$ cat src/hdl/touch_gesture_tracker_defines.svh
// assertion macros used by the top-level rtl file
`ifndef TOUCH_GESTURE_TRACKER_DEFINES_SVH
`define TOUCH_GESTURE_TRACKER_DEFINES_SVH
`ifndef SYNTH
// condition must hold whenever out of reset
`define TGT_ASSERT(lbl, clk, rstn, cond, msg) \
    lbl: assert property (@(posedge clk) disable iff (!(rstn)) (cond)) else $error(msg);
// pre in one cycle implies post in the next
`define TGT_ASSERT_NEXT(lbl, clk, rstn, pre, post, msg) \
    lbl: assert property (@(posedge clk) disable iff (!(rstn)) (pre) |=> (post)) \
        else $error(msg);
`else
`define TGT_ASSERT(lbl, clk, rstn, cond, msg)
`define TGT_ASSERT_NEXT(lbl, clk, rstn, pre, post, msg)
`endif
`endif

$ cat src/hdl/tgt_pkg.sv
package tgt_pkg;

    localparam int COORD_BITS_DEF = 12;
    localparam int DECAY_DEPTH_DEF = 256;

    localparam logic [2:0] OP_DOWN   = 3'd0;
    localparam logic [2:0] OP_MOVE   = 3'd1;
    localparam logic [2:0] OP_UP     = 3'd2;
    localparam logic [2:0] OP_CANCEL = 3'd3;
    localparam logic [2:0] OP_TICK   = 3'd4;

    localparam logic [1:0] GEST_IDLE  = 2'd0;
    localparam logic [1:0] GEST_DRAG  = 2'd1;
    localparam logic [1:0] GEST_PINCH = 2'd2;

    localparam logic [2:0] REG_ROT_GAIN   = 3'd0;
    localparam logic [2:0] REG_ZOOM_FLOOR = 3'd1;
    localparam logic [2:0] REG_ZOOM_CEIL  = 3'd2;
    localparam logic [2:0] REG_TAP_WINDOW = 3'd3;
    localparam logic [2:0] REG_TAP_RADIUS = 3'd4;
    localparam logic [2:0] REG_STILL_VEL  = 3'd5;
    localparam logic [2:0] REG_DECAY_LOG  = 3'd6;

    typedef enum logic [4:0] {
        UOP_NONE, UOP_LOAD, UOP_SQRT_START, UOP_DOWN_ONE, UOP_DOWN_TWO,
        UOP_MUL_ZOOM, UOP_DIV_START, UOP_ZOOM_WB, UOP_PINCH_WB,
        UOP_MUL_DLX, UOP_WB_DLX, UOP_MUL_DLY, UOP_WB_DLY,
        UOP_DSQ_PREV, UOP_DSQ_TAP, UOP_TAP, UOP_UP, UOP_CANCEL,
        UOP_TICK_AGE, UOP_STILL, UOP_MUL_E, UOP_WB_E, UOP_MUL_IDX, UOP_WB_FACTOR,
        UOP_MUL_AX, UOP_WB_AX, UOP_MUL_AY, UOP_WB_AY,
        UOP_MUL_VX, UOP_WB_VX, UOP_MUL_VY, UOP_WB_VY
    } uop_t;

    typedef enum logic [5:0] {
        ST_IDLE, ST_DECODE, ST_SQRT_WAIT, ST_DOWN_TWO, ST_ZMUL, ST_DIV_GO, ST_DIV_WAIT,
        ST_ZWB, ST_PINCH, ST_DOWN_ONE, ST_DMUL_X, ST_DWB_X, ST_DMUL_Y, ST_DWB_Y,
        ST_UP_DSQ, ST_UP_CHECK, ST_TAP_DSQ, ST_TAP, ST_UP, ST_CANCEL,
        ST_AGE, ST_TICK_CHK, ST_STILL, ST_MUL_E, ST_WB_E, ST_MUL_IDX, ST_WB_F,
        ST_MUL_AX, ST_WB_AX, ST_MUL_AY, ST_WB_AY, ST_MUL_VX, ST_WB_VX,
        ST_MUL_VY, ST_WB_VY, ST_EMIT
    } state_t;

    typedef struct packed {
        logic [2:0] op;
        logic       two_fingers;
        logic       pressed;
        logic       near_release;
        logic       has_spread;
        logic       moving;
        logic       sqrt_busy;
        logic       div_busy;
    } status_t;

    function automatic logic [31:0] abs32(input logic [31:0] v);
        return v[31] ? (32'd0 - v) : v;
    endfunction

    // signed saturation of a magnitude with a sign
    function automatic logic [31:0] sat_mag(input logic [37:0] m, input logic neg);
        logic [31:0] r;
        if (neg) begin
            if (m > 38'h0080000000) r = 32'h8000_0000;
            else r = 32'd0 - m[31:0];
        end else begin
            if (m > 38'h007FFFFFFF) r = 32'h7FFF_FFFF;
            else r = m[31:0];
        end
        return r;
    endfunction

    function automatic logic [31:0] sat_add(input logic [31:0] a, input logic [31:0] b);
        logic [32:0] s;
        logic [31:0] r;
        s = {a[31], a} + {b[31], b};
        if (s[32] != s[31]) r = s[32] ? 32'h8000_0000 : 32'h7FFF_FFFF;
        else r = s[31:0];
        return r;
    endfunction

    function automatic logic [63:0] chain_pow(input logic [63:0] r, input int n);
        logic [63:0] acc;
        acc = 64'd1 << 32;
        for (int i = 0; i < n; i++) acc = (acc * r) >> 32;
        return acc;
    endfunction

    // largest per-step ratio whose depth-th power stays at or above one half
    function automatic logic [63:0] decay_root(input int depth);
        logic [63:0] lo;
        logic [63:0] hi;
        logic [63:0] mid;
        lo = 64'd0;
        hi = 64'hFFFF_FFFF;
        for (int k = 0; k < 34; k++) begin
            if (lo < hi) begin
                mid = lo + ((hi - lo + 64'd1) >> 1);
                if (chain_pow(mid, depth) >= (64'd1 << 31)) lo = mid;
                else hi = mid - 64'd1;
            end
        end
        return lo;
    endfunction

    function automatic logic [16:0] frac_entry(input logic [63:0] r, input int i);
        logic [63:0] v;
        v = (chain_pow(r, i) + 64'h8000) >> 16;
        return v[16:0];
    endfunction

endpackage

$ cat src/hdl/tgt_ctrl.sv
module tgt_ctrl (
    input  logic               aclk,
    input  logic               aresetn,
    input  logic               s_tvalid,
    output logic               s_tready,
    output logic               m_tvalid,
    input  logic               m_tready,
    input  tgt_pkg::status_t   status,
    output tgt_pkg::uop_t      uop,
    output logic               emit
);

    tgt_pkg::state_t state_reg, state_next;
    logic out_valid_reg, out_valid_next;

    always_ff @(posedge aclk) begin
        if (!aresetn) begin
            state_reg <= tgt_pkg::ST_IDLE;
            out_valid_reg <= 1'b0;
        end else begin
            state_reg <= state_next;
            out_valid_reg <= out_valid_next;
        end
    end

    assign m_tvalid = out_valid_reg;
    assign s_tready = (state_reg == tgt_pkg::ST_IDLE);

    always_comb begin
        state_next = state_reg;
        uop = tgt_pkg::UOP_NONE;
        emit = 1'b0;
        out_valid_next = out_valid_reg && !m_tready;
        case (state_reg)
            tgt_pkg::ST_IDLE: begin
                if (s_tvalid) begin
                    uop = tgt_pkg::UOP_LOAD;
                    state_next = tgt_pkg::ST_DECODE;
                end
            end
            tgt_pkg::ST_DECODE: begin
                case (status.op)
                    tgt_pkg::OP_DOWN: begin
                        if (status.two_fingers) begin
                            uop = tgt_pkg::UOP_SQRT_START;
                            state_next = tgt_pkg::ST_SQRT_WAIT;
                        end else begin
                            state_next = tgt_pkg::ST_DOWN_ONE;
                        end
                    end
                    tgt_pkg::OP_MOVE: begin
                        if (status.two_fingers) begin
                            uop = tgt_pkg::UOP_SQRT_START;
                            state_next = tgt_pkg::ST_SQRT_WAIT;
                        end else if (status.pressed) begin
                            state_next = tgt_pkg::ST_DMUL_X;
                        end else begin
                            state_next = tgt_pkg::ST_EMIT;
                        end
                    end
                    tgt_pkg::OP_UP:     state_next = tgt_pkg::ST_UP_DSQ;
                    tgt_pkg::OP_CANCEL: state_next = tgt_pkg::ST_CANCEL;
                    tgt_pkg::OP_TICK:   state_next = tgt_pkg::ST_AGE;
                    default:            state_next = tgt_pkg::ST_EMIT;
                endcase
            end
            tgt_pkg::ST_SQRT_WAIT: begin
                if (!status.sqrt_busy) begin
                    if (status.op == tgt_pkg::OP_DOWN) state_next = tgt_pkg::ST_DOWN_TWO;
                    else if (status.has_spread) state_next = tgt_pkg::ST_ZMUL;
                    else state_next = tgt_pkg::ST_PINCH;
                end
            end
            tgt_pkg::ST_DOWN_TWO: begin
                uop = tgt_pkg::UOP_DOWN_TWO;
                state_next = tgt_pkg::ST_EMIT;
            end
            tgt_pkg::ST_ZMUL: begin
                uop = tgt_pkg::UOP_MUL_ZOOM;
                state_next = tgt_pkg::ST_DIV_GO;
            end
            tgt_pkg::ST_DIV_GO: begin
                uop = tgt_pkg::UOP_DIV_START;
                state_next = tgt_pkg::ST_DIV_WAIT;
            end
            tgt_pkg::ST_DIV_WAIT: begin
                if (!status.div_busy) state_next = tgt_pkg::ST_ZWB;
            end
            tgt_pkg::ST_ZWB: begin
                uop = tgt_pkg::UOP_ZOOM_WB;
                state_next = tgt_pkg::ST_PINCH;
            end
            tgt_pkg::ST_PINCH: begin
                uop = tgt_pkg::UOP_PINCH_WB;
                state_next = tgt_pkg::ST_EMIT;
            end
            tgt_pkg::ST_DOWN_ONE: begin
                uop = tgt_pkg::UOP_DOWN_ONE;
                state_next = tgt_pkg::ST_EMIT;
            end
            tgt_pkg::ST_DMUL_X: begin
                uop = tgt_pkg::UOP_MUL_DLX;
                state_next = tgt_pkg::ST_DWB_X;
            end
            tgt_pkg::ST_DWB_X: begin
                uop = tgt_pkg::UOP_WB_DLX;
                state_next = tgt_pkg::ST_DMUL_Y;
            end
            tgt_pkg::ST_DMUL_Y: begin
                uop = tgt_pkg::UOP_MUL_DLY;
                state_next = tgt_pkg::ST_DWB_Y;
            end
            tgt_pkg::ST_DWB_Y: begin
                uop = tgt_pkg::UOP_WB_DLY;
                state_next = tgt_pkg::ST_EMIT;
            end
            tgt_pkg::ST_UP_DSQ: begin
                uop = tgt_pkg::UOP_DSQ_PREV;
                state_next = tgt_pkg::ST_UP_CHECK;
            end
            tgt_pkg::ST_UP_CHECK: begin
                state_next = status.near_release ? tgt_pkg::ST_TAP_DSQ : tgt_pkg::ST_UP;
            end
            tgt_pkg::ST_TAP_DSQ: begin
                uop = tgt_pkg::UOP_DSQ_TAP;
                state_next = tgt_pkg::ST_TAP;
            end
            tgt_pkg::ST_TAP: begin
                uop = tgt_pkg::UOP_TAP;
                state_next = tgt_pkg::ST_UP;
            end
            tgt_pkg::ST_UP: begin
                uop = tgt_pkg::UOP_UP;
                state_next = tgt_pkg::ST_EMIT;
            end
            tgt_pkg::ST_CANCEL: begin
                uop = tgt_pkg::UOP_CANCEL;
                state_next = tgt_pkg::ST_EMIT;
            end
            tgt_pkg::ST_AGE: begin
                uop = tgt_pkg::UOP_TICK_AGE;
                state_next = tgt_pkg::ST_TICK_CHK;
            end
            tgt_pkg::ST_TICK_CHK: begin
                if (status.pressed) state_next = tgt_pkg::ST_EMIT;
                else if (status.moving) state_next = tgt_pkg::ST_MUL_E;
                else state_next = tgt_pkg::ST_STILL;
            end
            tgt_pkg::ST_STILL: begin
                uop = tgt_pkg::UOP_STILL;
                state_next = tgt_pkg::ST_EMIT;
            end
            tgt_pkg::ST_MUL_E: begin
                uop = tgt_pkg::UOP_MUL_E;
                state_next = tgt_pkg::ST_WB_E;
            end
            tgt_pkg::ST_WB_E: begin
                uop = tgt_pkg::UOP_WB_E;
                state_next = tgt_pkg::ST_MUL_IDX;
            end
            tgt_pkg::ST_MUL_IDX: begin
                uop = tgt_pkg::UOP_MUL_IDX;
                state_next = tgt_pkg::ST_WB_F;
            end
            tgt_pkg::ST_WB_F: begin
                uop = tgt_pkg::UOP_WB_FACTOR;
                state_next = tgt_pkg::ST_MUL_AX;
            end
            tgt_pkg::ST_MUL_AX: begin
                uop = tgt_pkg::UOP_MUL_AX;
                state_next = tgt_pkg::ST_WB_AX;
            end
            tgt_pkg::ST_WB_AX: begin
                uop = tgt_pkg::UOP_WB_AX;
                state_next = tgt_pkg::ST_MUL_AY;
            end
            tgt_pkg::ST_MUL_AY: begin
                uop = tgt_pkg::UOP_MUL_AY;
                state_next = tgt_pkg::ST_WB_AY;
            end
            tgt_pkg::ST_WB_AY: begin
                uop = tgt_pkg::UOP_WB_AY;
                state_next = tgt_pkg::ST_MUL_VX;
            end
            tgt_pkg::ST_MUL_VX: begin
                uop = tgt_pkg::UOP_MUL_VX;
                state_next = tgt_pkg::ST_WB_VX;
            end
            tgt_pkg::ST_WB_VX: begin
                uop = tgt_pkg::UOP_WB_VX;
                state_next = tgt_pkg::ST_MUL_VY;
            end
            tgt_pkg::ST_MUL_VY: begin
                uop = tgt_pkg::UOP_MUL_VY;
                state_next = tgt_pkg::ST_WB_VY;
            end
            tgt_pkg::ST_WB_VY: begin
                uop = tgt_pkg::UOP_WB_VY;
                state_next = tgt_pkg::ST_EMIT;
            end
            tgt_pkg::ST_EMIT: begin
                // result register must be free before it is overwritten
                if (!out_valid_reg || m_tready) begin
                    emit = 1'b1;
                    out_valid_next = 1'b1;
                    state_next = tgt_pkg::ST_IDLE;
                end
            end
            default: state_next = tgt_pkg::ST_IDLE;
        endcase
    end

endmodule

$ cat config.mk
export PLATFORM = sky130hd
export DESIGN_NAME = tgt_ctrl
export DESIGN_NICKNAME = d
export VERILOG_FILES = /design/src/hdl/touch_gesture_tracker_defines.svh /design/src/hdl/tgt_pkg.sv /design/src/hdl/tgt_ctrl.sv
export SDC_FILE = /design/constraint.sdc
export NUM_CORES = 1
export LEC_CHECK = 0
export BUFFER_PORTS_ARGS = -buffer_cell sky130_fd_sc_hd__buf_2
export CAP_MARGIN = 25
export CORE_ASPECT_RATIO = 1.1
export CORE_MARGIN = 2
export CORE_UTILIZATION = 34
export DETAILED_ROUTE_END_ITERATION = 7
export PLACE_DENSITY = 0.51
export SYNTH_ARGS = -nofsm -noshare
export SYNTH_HDL_FRONTEND = slang
export SYNTH_SLANG_ARGS = --single-unit
$ cat constraint.sdc
create_clock -name aclk -period 2.4 [get_ports aclk]
set_clock_uncertainty 0.2 [all_clocks]
set_input_delay 0.12 -clock aclk [delete_from_list [all_inputs] [get_ports aclk]]
set_output_delay 0.12 -clock aclk [all_outputs]
set_load 0.1 [all_outputs]
==> results.toml <==
[yosys]
ys.warnings.count = 0
synth_edf_count = 0
yosysSeqAreaShare = 0.120
syn_inst = 180
async_reset_ff_frac = 0
synth_area_um2 = 1170
mappedNetlistNets = 194
ys_seq_elements = 7
synth_ff_type = "dfxtp_1"
synth_cell_types = 51
avgSynthCellArea_um2 = 6.51

[finish]
fin_util = 0.504
largest_reg_flops = 6
area_growth_pct = 43.1
num_antenna_cells = 0
drive_above_1_share = 0.307
final_nets = 227

[worst_setup_path]
rr_startpoint = "state_reg[4]$_SDFFE_PN0P_"
crit_chain = "buf_6 > inv_1 > o31a_1 > a22oi_1 > o32a_1 > o221ai_4 > buf_12"
rrSetupSlack_ns = 0.33
worst-path-buf-inv = 3
slowest_stage = "dfxtp_1"
max_stage_delay_ns = 0.41
worst-path-stages = 7
cp-start-kind = "register"
r2r-end = "state_reg[2]$_SDFFE_PN0P_"
cp_max_fo = 14
r2r_cells = 6
crit_type = "register to output port"
crit_arrival_ns = 2.00
cp-end-kind = "output port"
cp.required_ns = 2.08
critPathTopFamily = "compound AO/OA/AOI/OAI gates"

[power]
p_per_area_nw_per_um2 = 1350
ir_worst_vdd_uv = 457
p_leak_nw = 0.639
total_power_mw = 2.26

[clocking]
clockBufferDepth = 2
cts_root_buffer = "clkbuf_4"
clock_latency_ns = 0.27
cts_buffers = 3
htreeDepth = 1
clock_sinks = 7
clkTransAtPathRegs_ns = 0.06
cts_setup_buffers = 0
cts_tree = "yes"

[sta]
finalHoldViolCount = 0
slew_headroom = 0.685
slew_violations = 0
min_period_ns = 2.32
tns_ns = 0
finalCritPeriodShare = 0.965
setup_viol = 0
tightest_slew_ns = 0.467
fmax_mhz = 432
rsz0062_at_grt = "false"

[floorplan]
floorplan.die_area_um2 = 3930
core_region_area_um2 = 3330
dieHeight_um = 65.6
ioPinCount = 22
rows = 22
die-width_um = 60.0
start_util = 0.352

[worst_hold_path]
worstHoldStart = "status[2]"
hold_path_end = "state_reg[0]$_SDFFE_PN0P_"
holdPathStages = 5
hp-class = "primary input to register"

[placement]
routabilityCongestion = 0.912
dpl.hpwl_mm = 3.17
io_buffers = 21

[flow_run]
drv_cap = 0

[global_routing]
grt_pass1_vias = 1406
grt_max_degree = 19
antenna_found_initial = 0
grt_first_pass_wirelength_mm = 6.58
grtUsageTotal = 0.217
grt-ovfl-total = 0

[route]
viasPerCell = 5.95
routedWlPerCell_um = 15.4
vias = 1547
drc_errors = 0
drt_iter0_drc = 135
routed_wl_mm = 4.01
drt_pass1_iterations = 4
ant_nets = 0

[run_status]
status = "finished clean"
-- cells in the mapped netlist (all sizes together), types with 2 or more instances --
| master | number | share of area |
|---|---|---|
| o211ai | 3 | 0.019 |
| a21boi | 2 | 0.013 |
| nand3 | 2 | 0.0085 |
| o31ai | 2 | 0.013 |
| a21o | 2 | 0.013 |
| nor4 | 4 | 0.021 |
| a31oi | 5 | 0.027 |
| nor2b | 9 | 0.048 |
| nor3 | 7 | 0.030 |
| o31a | 3 | 0.022 |
| clkbuf | 11 | 0.035 |
| or2 | 3 | 0.018 |
| o22ai | 5 | 0.027 |
| o311ai | 2 | 0.015 |
| nand2 | 17 | 0.054 |
| inv | 4 | 0.013 |
| dfxtp | 7 | 0.12 |
| buf | 6 | 0.022 |
| nor3b | 4 | 0.026 |
| o21bai | 3 | 0.019 |
| mux2i | 2 | 0.017 |
| nand4 | 2 | 0.011 |
| o21ai | 9 | 0.038 |
| nand2b | 6 | 0.032 |
| a2111oi | 3 | 0.038 |
| nor4b | 3 | 0.022 |
| nor2 | 18 | 0.058 |
| or4 | 2 | 0.013 |
| a21oi | 15 | 0.064 |
-- cell usage in the layout, fill, tap and decap left out, types with 5 or more instances in the layout --
cell type | synthesis | routed
buf_4 | 0 | 19
nor2_1 | 18 | 18
nand2_1 | 17 | 17
a21oi_1 | 15 | 15
buf_2 | 3 | 14
nor2b_1 | 9 | 8
buf_12 | 0 | 8
o21ai_0 | 9 | 7
nand2b_1 | 6 | 6
nor3_1 | 7 | 6
a31oi_1 | 5 | 5
-- through the flow --
step / hold slack (ns) / area, um^2 / cells / setup slack [ns]
final: 0.0769 / 1680 / 260 / 0.0829
after global routing: 0.123 / 1680 / 260 / 0.0109
after CTS: 0.0759 / 1670 / 260 / 0.0497
after detailed placement: 0.224 / 1610 / 253 / 0.222
after global placement: 0.207 / 1610 / 253 / 0.258
after floorplan: 0.0479 / 1230 / 180 / -0.116
-- area by class of cell --
| class | instances | area [um^2] |
|---|---|---|
| well taps | 48 | 60.1 |
| fillers | 336 | 1650 |
| multi-input cells | 152 | 1010 |
| inverters | 4 | 15.0 |
| repair buffers | 45 | 414 |
| clock buffers | 3 | 22.5 |
| clock inverters | 1 | 5.00 |
| flip-flops and latches | 7 | 148 |
-- metal layers --
metal / GRT usage / share of wire / vias up
met1: 0.291 / 0.45 / 731
met2: 0.360 / 0.50 / 57
li1: - / - / 755
met5: 0 / 0 / -
met4: 0.0667 / 0.0092 / 0
met3: 0.0197 / 0.042 / 4
-- how the worst max path moves through the flow --
stage,start,slack [ns],endpoint
CTS,state_reg[2]$_SDFFE_PN0P_,0.05,uop[0]
detailed placement,state_reg[2]$_SDFFE_PN0P_,0.22,uop[0]
global placement,state_reg[2]$_SDFFE_PN0P_,0.26,uop[0]
finish,state_reg[4]$_SDFFE_PN0P_,0.08,uop[0]
global route,state_reg[4]$_SDFFE_PN0P_,0.01,uop[0]
floorplan,state_reg[1]$_SDFFE_PN0P_,-0.12,uop[1]
-- timing repair --
item,in CTS,in global routing
setup endpoints to repair,2,3
gates cloned,0,0
hold endpoints to repair,7,0
gates resized for setup,2,5
hold buffers,3,0
-- kinds of logic after synthesis --
| logic type | synth area share |
|---|---|
| simple gates | 0.363 |
| buf+inv | 0.0704 |
| xor+xnor | 0.00747 |
| compound gates | 0.413 |
| mux | 0.0267 |
| flops | 0.120 |
-- report_power, final --
| group | switching (mW) | internal (mW) |
|---|---|---|
| sequential | 0.0676 | 0.153 |
| clock | 0.0520 | 0.0613 |
| combinational | 1.17 | 0.759 |
| total | 1.29 | 0.973 |
-- worst min-delay path, cell delays in order --
cell and delay, ns:
buf_2 0.08, nor2_1 0.04, o21ai_0 0.12, a2111oi_0 0.07
nor2_1 0.09
Note: power is estimated with default switching activity, not from simulation.
